File: src/rtl/core/lrr_pkg.sv
// Package for the ranged linear congruential generator.
// Holds the generator constants, the word width and the status struct
// shared by the serial units. Depends on nothing.
`default_nettype none

package lrr_pkg;

    localparam int unsigned WordW = 32;
    localparam int unsigned CntW  = $clog2(WordW);

    localparam logic [WordW-1:0] LcgMult = 32'd1103515245;
    localparam logic [WordW-1:0] LcgInc  = 32'd12345;
    localparam logic [WordW-1:0] FullSpan = {WordW{1'b1}};

    typedef struct packed {
        logic busy;
        logic done;
    } t_unit_sts;

endpackage

`default_nettype wire

File: src/rtl/core/lcg_ranged_random.sv
// Top level of the ranged linear congruential generator.
// Sequences lrr_mul and lrr_div and holds the state and the output register.
//
//   Channel  Direction  Handshake                  Payload
//   input    in         i_in_valid / o_in_stall    i_opcode, i_low_bound,
//                                                  i_high_bound, i_seed_value
//   output   out        o_out_valid / i_out_stall  o_draw_value
//
// A reseed item runs the serial multiplier on the seed, stores the new state and gives no output.
// A draw with equal bounds returns its bound directly; a full-span draw returns the new state.
// Any other draw runs the multiplier, then the divider, and returns low bound plus remainder.
// Reset clears the generator state to zero and empties the output register.
// A stalled output holds its item; a finished result waits until it is free.
`default_nettype none

module lcg_ranged_random
    import lrr_pkg::*;
(
    input  wire logic             i_clk,
    input  wire logic             i_rst_n,
    input  wire logic             i_in_valid,
    output logic                  o_in_stall,
    input  wire logic             i_opcode,
    input  wire logic [WordW-1:0] i_low_bound,
    input  wire logic [WordW-1:0] i_high_bound,
    input  wire logic [WordW-1:0] i_seed_value,
    output logic                  o_out_valid,
    input  wire logic             i_out_stall,
    output logic      [WordW-1:0] o_draw_value
);

    localparam logic [1:0] ST_IDLE = 2'd0;
    localparam logic [1:0] ST_MUL  = 2'd1;
    localparam logic [1:0] ST_DIV  = 2'd2;
    localparam logic [1:0] ST_DONE = 2'd3;

    logic [1:0]       r_state, n_state;
    logic [WordW-1:0] r_lcg_state, n_lcg_state;
    logic [WordW-1:0] r_lo, n_lo;
    logic [WordW-1:0] r_divisor, n_divisor;
    logic             r_is_seed, n_is_seed;
    logic             r_full, n_full;
    logic [WordW-1:0] r_result, n_result;
    logic             r_out_valid, n_out_valid;
    logic [WordW-1:0] r_draw_value, n_draw_value;

    logic             in_accept;
    logic [WordW-1:0] lo, hi, span;
    logic             mul_start, div_start;
    logic [WordW-1:0] mul_operand;
    logic [WordW-1:0] product, remainder;
    t_unit_sts        mul_sts, div_sts;

    assign o_in_stall = (r_state != ST_IDLE);
    assign in_accept  = i_in_valid && !o_in_stall;

    always_comb begin
        if (i_low_bound < i_high_bound) begin
            lo = i_low_bound;
            hi = i_high_bound;
        end else begin
            lo = i_high_bound;
            hi = i_low_bound;
        end
        span = hi - lo;
    end

    always_comb begin
        n_state      = r_state;
        n_lcg_state  = r_lcg_state;
        n_lo         = r_lo;
        n_divisor    = r_divisor;
        n_is_seed    = r_is_seed;
        n_full       = r_full;
        n_result     = r_result;
        n_out_valid  = r_out_valid && i_out_stall;
        n_draw_value = r_draw_value;
        mul_start    = 1'b0;
        mul_operand  = r_lcg_state;
        div_start    = 1'b0;
        case (r_state)
            ST_IDLE: begin
                if (in_accept) begin
                    n_is_seed = i_opcode;
                    n_lo      = lo;
                    n_divisor = span + 1'b1;
                    n_full    = (span == FullSpan);
                    if (i_opcode) begin
                        mul_start   = 1'b1;
                        mul_operand = i_seed_value;
                        n_state     = ST_MUL;
                    end else if (span == '0) begin
                        n_result = lo;
                        n_state  = ST_DONE;
                    end else begin
                        mul_start = 1'b1;
                        n_state   = ST_MUL;
                    end
                end
            end
            ST_MUL: begin
                if (mul_sts.done) begin
                    n_lcg_state = product;
                    if (r_is_seed) begin
                        n_state = ST_IDLE;
                    end else if (r_full) begin
                        n_result = product;
                        n_state  = ST_DONE;
                    end else begin
                        div_start = 1'b1;
                        n_state   = ST_DIV;
                    end
                end
            end
            ST_DIV: begin
                if (div_sts.done) begin
                    n_result = r_lo + remainder;
                    n_state  = ST_DONE;
                end
            end
            ST_DONE: begin
                if (!r_out_valid || !i_out_stall) begin
                    n_out_valid  = 1'b1;
                    n_draw_value = r_result;
                    n_state      = ST_IDLE;
                end
            end
            default: begin
                n_state = ST_IDLE;
            end
        endcase
    end

    always_ff @(posedge i_clk) begin
        if (!i_rst_n) begin
            r_state     <= ST_IDLE;
            r_lcg_state <= '0;
            r_out_valid <= 1'b0;
        end else begin
            r_state     <= n_state;
            r_lcg_state <= n_lcg_state;
            r_out_valid <= n_out_valid;
        end
        r_lo         <= n_lo;
        r_divisor    <= n_divisor;
        r_is_seed    <= n_is_seed;
        r_full       <= n_full;
        r_result     <= n_result;
        r_draw_value <= n_draw_value;
    end

    lrr_mul u_mul (
        .i_clk     (i_clk),
        .i_rst_n   (i_rst_n),
        .i_start   (mul_start),
        .i_operand (mul_operand),
        .o_sts     (mul_sts),
        .o_product (product)
    );

    lrr_div u_div (
        .i_clk       (i_clk),
        .i_rst_n     (i_rst_n),
        .i_start     (div_start),
        .i_dividend  (product),
        .i_divisor   (r_divisor),
        .o_sts       (div_sts),
        .o_remainder (remainder)
    );

    assign o_out_valid  = r_out_valid;
    assign o_draw_value = r_draw_value;

    a_mul_active: assert property (@(posedge i_clk) disable iff (!i_rst_n)
        (r_state == ST_MUL) |-> (mul_sts.busy || mul_sts.done))
        else $error("Multiplier idle while the sequencer waits on it.");

    a_div_active: assert property (@(posedge i_clk) disable iff (!i_rst_n)
        (r_state == ST_DIV) |-> (div_sts.busy || div_sts.done))
        else $error("Divider idle while the sequencer waits on it.");

    a_div_divisor: assert property (@(posedge i_clk) disable iff (!i_rst_n)
        (r_state == ST_DIV) |-> (r_divisor > 32'd1))
        else $error("Divider runs with a divisor below two.");

    a_equal_bounds: assert property (@(posedge i_clk) disable iff (!i_rst_n)
        (in_accept && !i_opcode && (i_low_bound == i_high_bound))
        |=> (r_state == ST_DONE) && (r_result == $past(i_low_bound))
            && $stable(r_lcg_state))
        else $error("Equal-bound draw did not return its bound directly.");

endmodule

`default_nettype wire

File: src/rtl/core/lrr_mul.sv
// Shift-and-add unit that advances the generator state, one multiplier bit
// per cycle. Uses lrr_pkg for the constants and status.
`default_nettype none

module lrr_mul
    import lrr_pkg::*;
(
    input  wire logic             i_clk,
    input  wire logic             i_rst_n,
    input  wire logic             i_start,
    input  wire logic [WordW-1:0] i_operand,
    output t_unit_sts             o_sts,
    output logic      [WordW-1:0] o_product
);

    logic [WordW-1:0] r_acc, n_acc;
    logic [WordW-1:0] r_mcand, n_mcand;
    logic [WordW-1:0] r_mplier, n_mplier;
    logic [CntW-1:0]  r_cnt, n_cnt;
    logic             r_busy, n_busy;
    logic             r_done, n_done;

    always_comb begin
        n_acc    = r_acc;
        n_mcand  = r_mcand;
        n_mplier = r_mplier;
        n_cnt    = r_cnt;
        n_busy   = r_busy;
        n_done   = 1'b0;
        if (i_start) begin
            n_acc    = LcgInc;
            n_mcand  = i_operand;
            n_mplier = LcgMult;
            n_cnt    = '0;
            n_busy   = 1'b1;
        end else if (r_busy) begin
            if (r_mplier[0]) begin
                n_acc = r_acc + r_mcand;
            end
            n_mcand  = {r_mcand[WordW-2:0], 1'b0};
            n_mplier = {1'b0, r_mplier[WordW-1:1]};
            n_cnt    = r_cnt + 1'b1;
            if (r_cnt == CntW'(WordW - 1)) begin
                n_busy = 1'b0;
                n_done = 1'b1;
            end
        end
    end

    always_ff @(posedge i_clk) begin
        if (!i_rst_n) begin
            r_busy <= 1'b0;
            r_done <= 1'b0;
            r_cnt  <= '0;
        end else begin
            r_busy <= n_busy;
            r_done <= n_done;
            r_cnt  <= n_cnt;
        end
        r_acc    <= n_acc;
        r_mcand  <= n_mcand;
        r_mplier <= n_mplier;
    end

    assign o_sts.busy = r_busy;
    assign o_sts.done = r_done;
    assign o_product  = r_acc;

endmodule

`default_nettype wire

File: src/rtl/core/lrr_div.sv
// Restoring radix-2 remainder unit, one dividend bit per cycle. Uses lrr_pkg
// for the width and the status struct.
`default_nettype none

module lrr_div
    import lrr_pkg::*;
(
    input  wire logic             i_clk,
    input  wire logic             i_rst_n,
    input  wire logic             i_start,
    input  wire logic [WordW-1:0] i_dividend,
    input  wire logic [WordW-1:0] i_divisor,
    output t_unit_sts             o_sts,
    output logic      [WordW-1:0] o_remainder
);

    logic [WordW-1:0] r_rem, n_rem;
    logic [WordW-1:0] r_num, n_num;
    logic [WordW-1:0] r_den, n_den;
    logic [CntW-1:0]  r_cnt, n_cnt;
    logic             r_busy, n_busy;
    logic             r_done, n_done;
    logic [WordW:0]   trial;
    logic [WordW:0]   diff;

    always_comb begin
        trial  = {r_rem, r_num[WordW-1]};
        diff   = trial - {1'b0, r_den};
        n_rem  = r_rem;
        n_num  = r_num;
        n_den  = r_den;
        n_cnt  = r_cnt;
        n_busy = r_busy;
        n_done = 1'b0;
        if (i_start) begin
            n_rem  = '0;
            n_num  = i_dividend;
            n_den  = i_divisor;
            n_cnt  = '0;
            n_busy = 1'b1;
        end else if (r_busy) begin
            if (trial >= {1'b0, r_den}) begin
                n_rem = diff[WordW-1:0];
            end else begin
                n_rem = trial[WordW-1:0];
            end
            n_num = {r_num[WordW-2:0], 1'b0};
            n_cnt = r_cnt + 1'b1;
            if (r_cnt == CntW'(WordW - 1)) begin
                n_busy = 1'b0;
                n_done = 1'b1;
            end
        end
    end

    always_ff @(posedge i_clk) begin
        if (!i_rst_n) begin
            r_busy <= 1'b0;
            r_done <= 1'b0;
            r_cnt  <= '0;
        end else begin
            r_busy <= n_busy;
            r_done <= n_done;
            r_cnt  <= n_cnt;
        end
        r_rem <= n_rem;
        r_num <= n_num;
        r_den <= n_den;
    end

    assign o_sts.busy   = r_busy;
    assign o_sts.done   = r_done;
    assign o_remainder  = r_rem;

endmodule

`default_nettype wire
File: config.mk
export PLATFORM = sky130hd
export DESIGN_NAME = lcg_ranged_random
export DESIGN_NICKNAME = d
export VERILOG_FILES = /design/src/rtl/core/lrr_pkg.sv /design/src/rtl/core/lcg_ranged_random.sv /design/src/rtl/core/lrr_mul.sv /design/src/rtl/core/lrr_div.sv
export SDC_FILE = /design/constraint.sdc
export NUM_CORES = 1
export LEC_CHECK = 0
export BUFFER_PORTS_ARGS = -buffer_cell sky130_fd_sc_hd__buf_2
export CAP_MARGIN = 20
export CORE_ASPECT_RATIO = 1.2
export CORE_MARGIN = 1
export CORE_UTILIZATION = 67
export CTS_BUF_LIST = sky130_fd_sc_hd__clkbuf_16
export CTS_CLUSTER_DIAMETER = 40
export DETAILED_ROUTE_END_ITERATION = 12
export GPL_TIMING_DRIVEN = 1
export HOLD_SLACK_MARGIN = 0.03
export PLACE_DENSITY_LB_ADDON = 0.3
export SLEW_MARGIN = 15
export SYNTH_ARGS = -nofsm -noshare
export SYNTH_HDL_FRONTEND = slang
export SYNTH_SLANG_ARGS = --single-unit
File: constraint.sdc
create_clock -name i_clk -period 13.6 [get_ports i_clk]
set_input_delay 2.72 -clock i_clk [delete_from_list [all_inputs] [get_ports i_clk]]
set_output_delay 2.72 -clock i_clk [all_outputs]
set_load 0.01 [all_outputs]
**After elaboration in Yosys (flattened, before gate mapping)**

Index checks and enable logic that the tools add are counted.

- Bits in registers: 370
- Word-level logic and storage cells: 114

- $add $sub $neg: 7
- Order comparisons: 2
- Equality and inequality tests: 14
- Mux-type cells: 45
- Bitwise logic cells: 3
- Reductions and logical operators: 22

Operators with widths:

| operator | count |
|---|---|
| 32-bit two-way mux | 17 |
| 32-bit case mux with 3 select lines | 1 |
| 32-bit adder | 2 |
| 32-bit subtractor | 2 |
| 33-bit by 32-bit greater-or-equal comparator with 1-bit output | 1 |
| 32-bit by 1-bit adder with 32-bit output, second input constant | 1 |
| 32-bit equality test, second input constant | 1 |
| 32-bit logical NOT | 1 |
| 32-bit less-than comparator | 1 |
| 1-bit two-way mux | 19 |
| 2-bit two-way mux | 7 |
| 2-bit inequality test, second input constant | 6 |
| 5-bit by 1-bit adder with 5-bit output, second input constant | 2 |
| 5-bit equality test, second input constant | 2 |
| 2-bit case mux with 4 select lines | 1 |
| 2-bit AND reduction | 4 |
| 8-bit AND reduction | 1 |
| 2-bit nonzero test | 3 |
| 3-bit OR reduction | 2 |
| 2-bit equality test, second input constant | 2 |
| 2-bit by 1-bit inequality test with 1-bit output, second input constant | 2 |
| 4-bit AND reduction | 1 |
| 2-bit OR reduction | 2 |
| 1-bit logical NOT | 3 |
| 6 further kinds | 9 |

**Logic depth before layout (Yosys ltp)**

- Depth in word-level cells: 9
- Mapped depth: 28
- Depth with buffers taken out: 24

**Cells and area by module**

From an unflattened synthesis, not the netlist that was laid out.

- Cells, all modules: 2440
- Area total of the unflattened synthesis: 23441.2 sq um

Modules (own cells, without submodules):

| module | instances | cells an instance | area an instance (sq um) |
|---|---|---|---|
| lcg_ranged_random | 1 | 1308 | 11979.0 |
| lrr_div | 1 | 592 | 6082.1 |
| lrr_mul | 1 | 540 | 5380.2 |

**Worst setup path after synthesis**

OpenSTA, ideal clock, no wires.

- Kind: in2reg
- Start: input i_high_bound[13]
- End: register r_result[0] (enable)
- Library setup time: 0.432 ns
- Arrival: 8.474 ns
- Data required time: 13.168 ns
- Path slack: 4.694 ns
- Stages: 25
- Buffers on the path: 2
- Cells stage by stage: inv_1 -> ha_1 -> buf_4 -> and3_1 -> buf_2 -> and3_1 -> o211ai_2 -> a311oi_4 -> o211a_1 -> nor2_1 -> ha_1 -> o21ai_0 -> o21ai_0 -> a21oi_1 -> o21ai_0 -> o21ai_1 -> xor2_1 -> nor3b_1 -> nand4b_1 -> nor4b_1 -> and4_1 -> nand4_1 -> and4b_4 -> nand3_1 -> a21oi_1

- Cells in the longest elaborated chain, start to end: 6

RTL lines:

| element | RTL line | text |
|---|---|---|
| start, declared | lcg_ranged_random.sv:25 | `input wire logic [WordW-1:0] i_high_bound,` |
| 32-bit less-than comparator | lcg_ranged_random.sv:58 | `if (i_low_bound < i_high_bound) begin` |
| 32-bit two-way mux | lcg_ranged_random.sv:58 |  |
| 32-bit subtractor (*) | lcg_ranged_random.sv:65 | `span = hi - lo;` |
| 32-bit logical NOT (*) | lcg_ranged_random.sv:92 | `end else if (span == '0) begin` |
| 2-bit inequality test (no line) (*) | - |  |
| 8-bit AND reduction (no line) (*) | - |  |
| end signal, assigned | lcg_ranged_random.sv:148 | `r_result <= n_result;` |
| end, declared | lcg_ranged_random.sv:43 | `logic [WordW-1:0] r_result, n_result;` |

Mark *: on every way between the ends. The rest lies on a longest branch, timed or not.
A chain may end at the register's enable or synchronous reset.

**Worst setup path after layout**

- Start: input i_high_bound[7]
- End: register u_mul.r_mcand[10], data pin

- Cells in the longest elaborated chain, start to end: 9

RTL lines:

| element | RTL line | text |
|---|---|---|
| 32-bit less-than comparator | lcg_ranged_random.sv:58 |  |
| 32-bit two-way mux | lcg_ranged_random.sv:58 |  |
| 32-bit subtractor (*) | lcg_ranged_random.sv:65 |  |
| 32-bit logical NOT (*) | lcg_ranged_random.sv:92 |  |
| 1-bit two-way mux (*) | lcg_ranged_random.sv:92 |  |
| 1-bit two-way mux (*) | lcg_ranged_random.sv:88 | `if (i_opcode) begin` |
| 1-bit two-way mux (*) | lcg_ranged_random.sv:83 | `if (in_accept) begin` |
| 1-bit two-way mux (*) | lcg_ranged_random.sv:81 | `case (r_state)` |
| 32-bit two-way mux (*) | lrr_mul.sv:30 | `if (i_start) begin` |
| net u_mul.n_mcand[10] | lrr_mul.sv:17 | `logic [WordW-1:0] r_mcand, n_mcand;` |
| end signal, assigned | lrr_mul.sv:61 | `r_mcand <= n_mcand;` |
| end, declared | lrr_mul.sv:17 |  |

The timed path passes the listed nets; every way through them passes the cells marked *.

==> metrics <==
status=finished, final reports clean; Slowest cell on crit path=buf_4; io pins=135; Initial Utilization=68.18%; CP peak stage delay=570 ps; clk slew on worst S/H paths=60 ps; die height=203.2 um; post-CTS sizing=0; via count of the first global-routing pass=17699; Die W=169.7 um; Syn-to-layout area delta=9.995%; Worst-Margin Slew=1009 ps; CTS max path bufs=3; PwrDens=174.3 nW/um^2; Vias/cell=6.179; Final Critical Period=9106 ps; Critical Path Most Common Cell=buf_4; CTS tree=yes; Avg WL per Cell=19.20 um; RSZ-0062 raised after global routing=false; Warnings, synthesis=0; Post-DP HPWL=41580 um; crit-path max FO=60; Rows=73; Lkg Pwr=10.17 nW; global placer's final weighted congestion=0.9330; CTS Sinks=370; Num CTS Buffers=43; proportion of layout cells with a drive suffix above 1=11.96%; GR Util All Layers=33.35%; WP data arrival=9410 ps; Slew HR=32.76%; postcts setup bufs=0; fin nets=2733; Hold Slack=408.5 ps; detailed-route via count=18388; CP Capture Type=flip-flop; hold_buf cts=0; Post-synth ARST share=0%; Clock Latency Late Sink=550 ps; DRT antenna net count=0; CP required=13900 ps; Synth Flop Type=edfxtp_1; Detailed Routing Iterations Pass 1=5; hold depth=0; period utilisation layout=66.95%; VDD IR-drop max=0.09887 mV; Slew Viols, Final=0; DRC viols=0; Setup TNS=0 ps; Max Cap Viol=0; Distinct cells, synth=96; largest net degree at the start of global routing=85; CP startpoint kind=input port; H-tree levels=2; most frequent cells in the layout=nand2_1, nor2_1, edfxtp_1; Core Box Area=33160 sq um; hold crit path type=reg -> reg; Avg Inst Size Synth=9.388 sq um; clock skew=23.90 ps; Post-Syn Instances=2408; post-synthesis sequential area ratio=42.77%; global-route wire length before repair=91110 um; 1st-iter DRT viols=1510; root buffer cell=clkbuf_16; final hold vios=0; crit path kind=in -> reg; Post-synth EDFFs=226; Reg2Reg Depth=17; setup violators final=0; most common cell after layout, fill and taps aside=nand2_1; port bufs=134; #FFs+latches synth=370; drt total wl=57130 um; Syn Nets=2651; total gr overflow=0; initial antenna violation count=0; post-synthesis cell area=22610 sq um; Peak Freq=109.8 MHz; die area=34480 sq um
==> registers in the layout (all words and copies together), names as in the netlist, 2 cells and up <==
| signal | count |
|---|---|
| u_div.r_cnt | 5 |
| u_mul.o_product | 32 |
| u_div.r_num | 32 |
| u_mul.r_mcand | 32 |
| u_div.o_remainder | 32 |
| r_divisor | 32 |
| u_mul.r_mplier | 31 |
| r_result | 32 |
| u_div.r_den | 32 |
| r_lo | 32 |
| o_draw_value | 32 |
| u_mul.r_cnt | 5 |
| r_state | 2 |
| r_lcg_state | 32 |
==> stage by stage <==
| step | power (mW) | std cells | worst slack (ps) | cell area, sq um | utilization, % |
|---|---|---|---|---|---|
| finish | 4.335 | 2976 | 4495 | 24870 | 75.00 |
| global route | 4.565 | 2975 | 4058 | 24860 | 74.99 |
| CTS | 4.325 | 2975 | 4556 | 24860 | 74.99 |
| detailed placement | 3.209 | 2895 | 4005 | 23490 | 70.83 |
| global placement | 3.142 | 2895 | 4181 | 23490 | 70.83 |
| floorplan | 2.814 | 2408 | 4694 | 22610 | - |
==> area by class of cell <==
cell class | instances | area (sq um)
multi-input combinational | 1818 | 12050
sequential | 370 | 9672
fill | 2320 | 8289
clock buffer | 44 | 1101
timing repair buffer | 153 | 813.3
tap | 450 | 563.0
inverter | 104 | 390.4
clock inverter | 36 | 277.8
antenna | 1 | 2.502
==> path summary, 6_finish.rpt <==
| check | to | slack, ps | start |
|---|---|---|---|
| max | u_mul.r_mcand[10] | 4490 | i_high_bound[7] |
| min | o_draw_value[1] | 410 | r_result[1] |
| max reg2reg | r_result[30] | 8520 | r_lo[0] |
| min reg2reg | o_draw_value[1] | 410 | r_result[1] |
==> where the power goes <==
part,internal (mW),switching [mW]
Clock,0.624,0.476
Combinational,0.625,0.943
Sequential,1.48,0.190
Total,2.73,1.61
==> cells in the mapped netlist (24+ instances only) <==
| master | instances | area share [%] |
|---|---|---|
| xnor2_1 | 79 | 3.1 |
| nor2_1 | 231 | 3.8 |
| dfxtp_1 | 144 | 13 |
| nor2b_1 | 43 | 1.2 |
| a211oi_1 | 30 | 1.0 |
| o21ai_0 | 104 | 2.3 |
| mux2i_1 | 39 | 1.7 |
| clkbuf_1 | 85 | 1.4 |
| inv_1 | 103 | 1.7 |
| edfxtp_1 | 226 | 30 |
| ha_1 | 139 | 7.7 |
| a21o_1 | 43 | 1.4 |
| xor2_1 | 53 | 2.1 |
| a21oi_1 | 199 | 4.4 |
| mux2_1 | 30 | 1.5 |
| mux2_2 | 35 | 1.7 |
| nand2_1 | 305 | 5.1 |
| nand3_1 | 46 | 1.0 |
| a22oi_1 | 29 | 0.96 |
| nor3_1 | 39 | 0.86 |
| nand2b_1 | 24 | 0.66 |
| a21boi_0 | 40 | 1.3 |
==> critical path: cells and delay by family <==
kind,cells,cell delay [ps]
AO/OA/AOI/OAI,11,2680
multiplexers,1,380
adder cells (fa/ha/maj),2,620
AND/OR/NAND/NOR,8,1450
buffers and inverters,5,1500
==> cells by family (layout without fill, tap and decap cells) <==
| group | after synthesis | in the layout | share of synthesized area (%) |
|---|---|---|---|
| adder cells (fa/ha/maj) | 142 | 142 | 7.959 |
| AND/OR/NAND/NOR | 833 | 833 | 17.26 |
| multiplexers | 104 | 104 | 4.965 |
| buffers and inverters | 220 | 337 | 4.162 |
| AO/OA/AOI/OAI | 607 | 607 | 17.77 |
| XOR/XNOR | 132 | 132 | 5.114 |
| other | 0 | 1 | 0 |
| flip-flops | 370 | 370 | 42.77 |
==> routing by layer <==
metal	routed length [um]	vias up	GRT usage, %	part of all wire (%)
met5	0	-	0	0
met4	2395	0	14.83	4.2
met3	3740	125	4.289	6.5
met2	27560	704	56.62	48
met1	23440	8679	42.48	41
li1	-	8880	-	-
No activity file was read; power rests on OpenSTA's default activity.
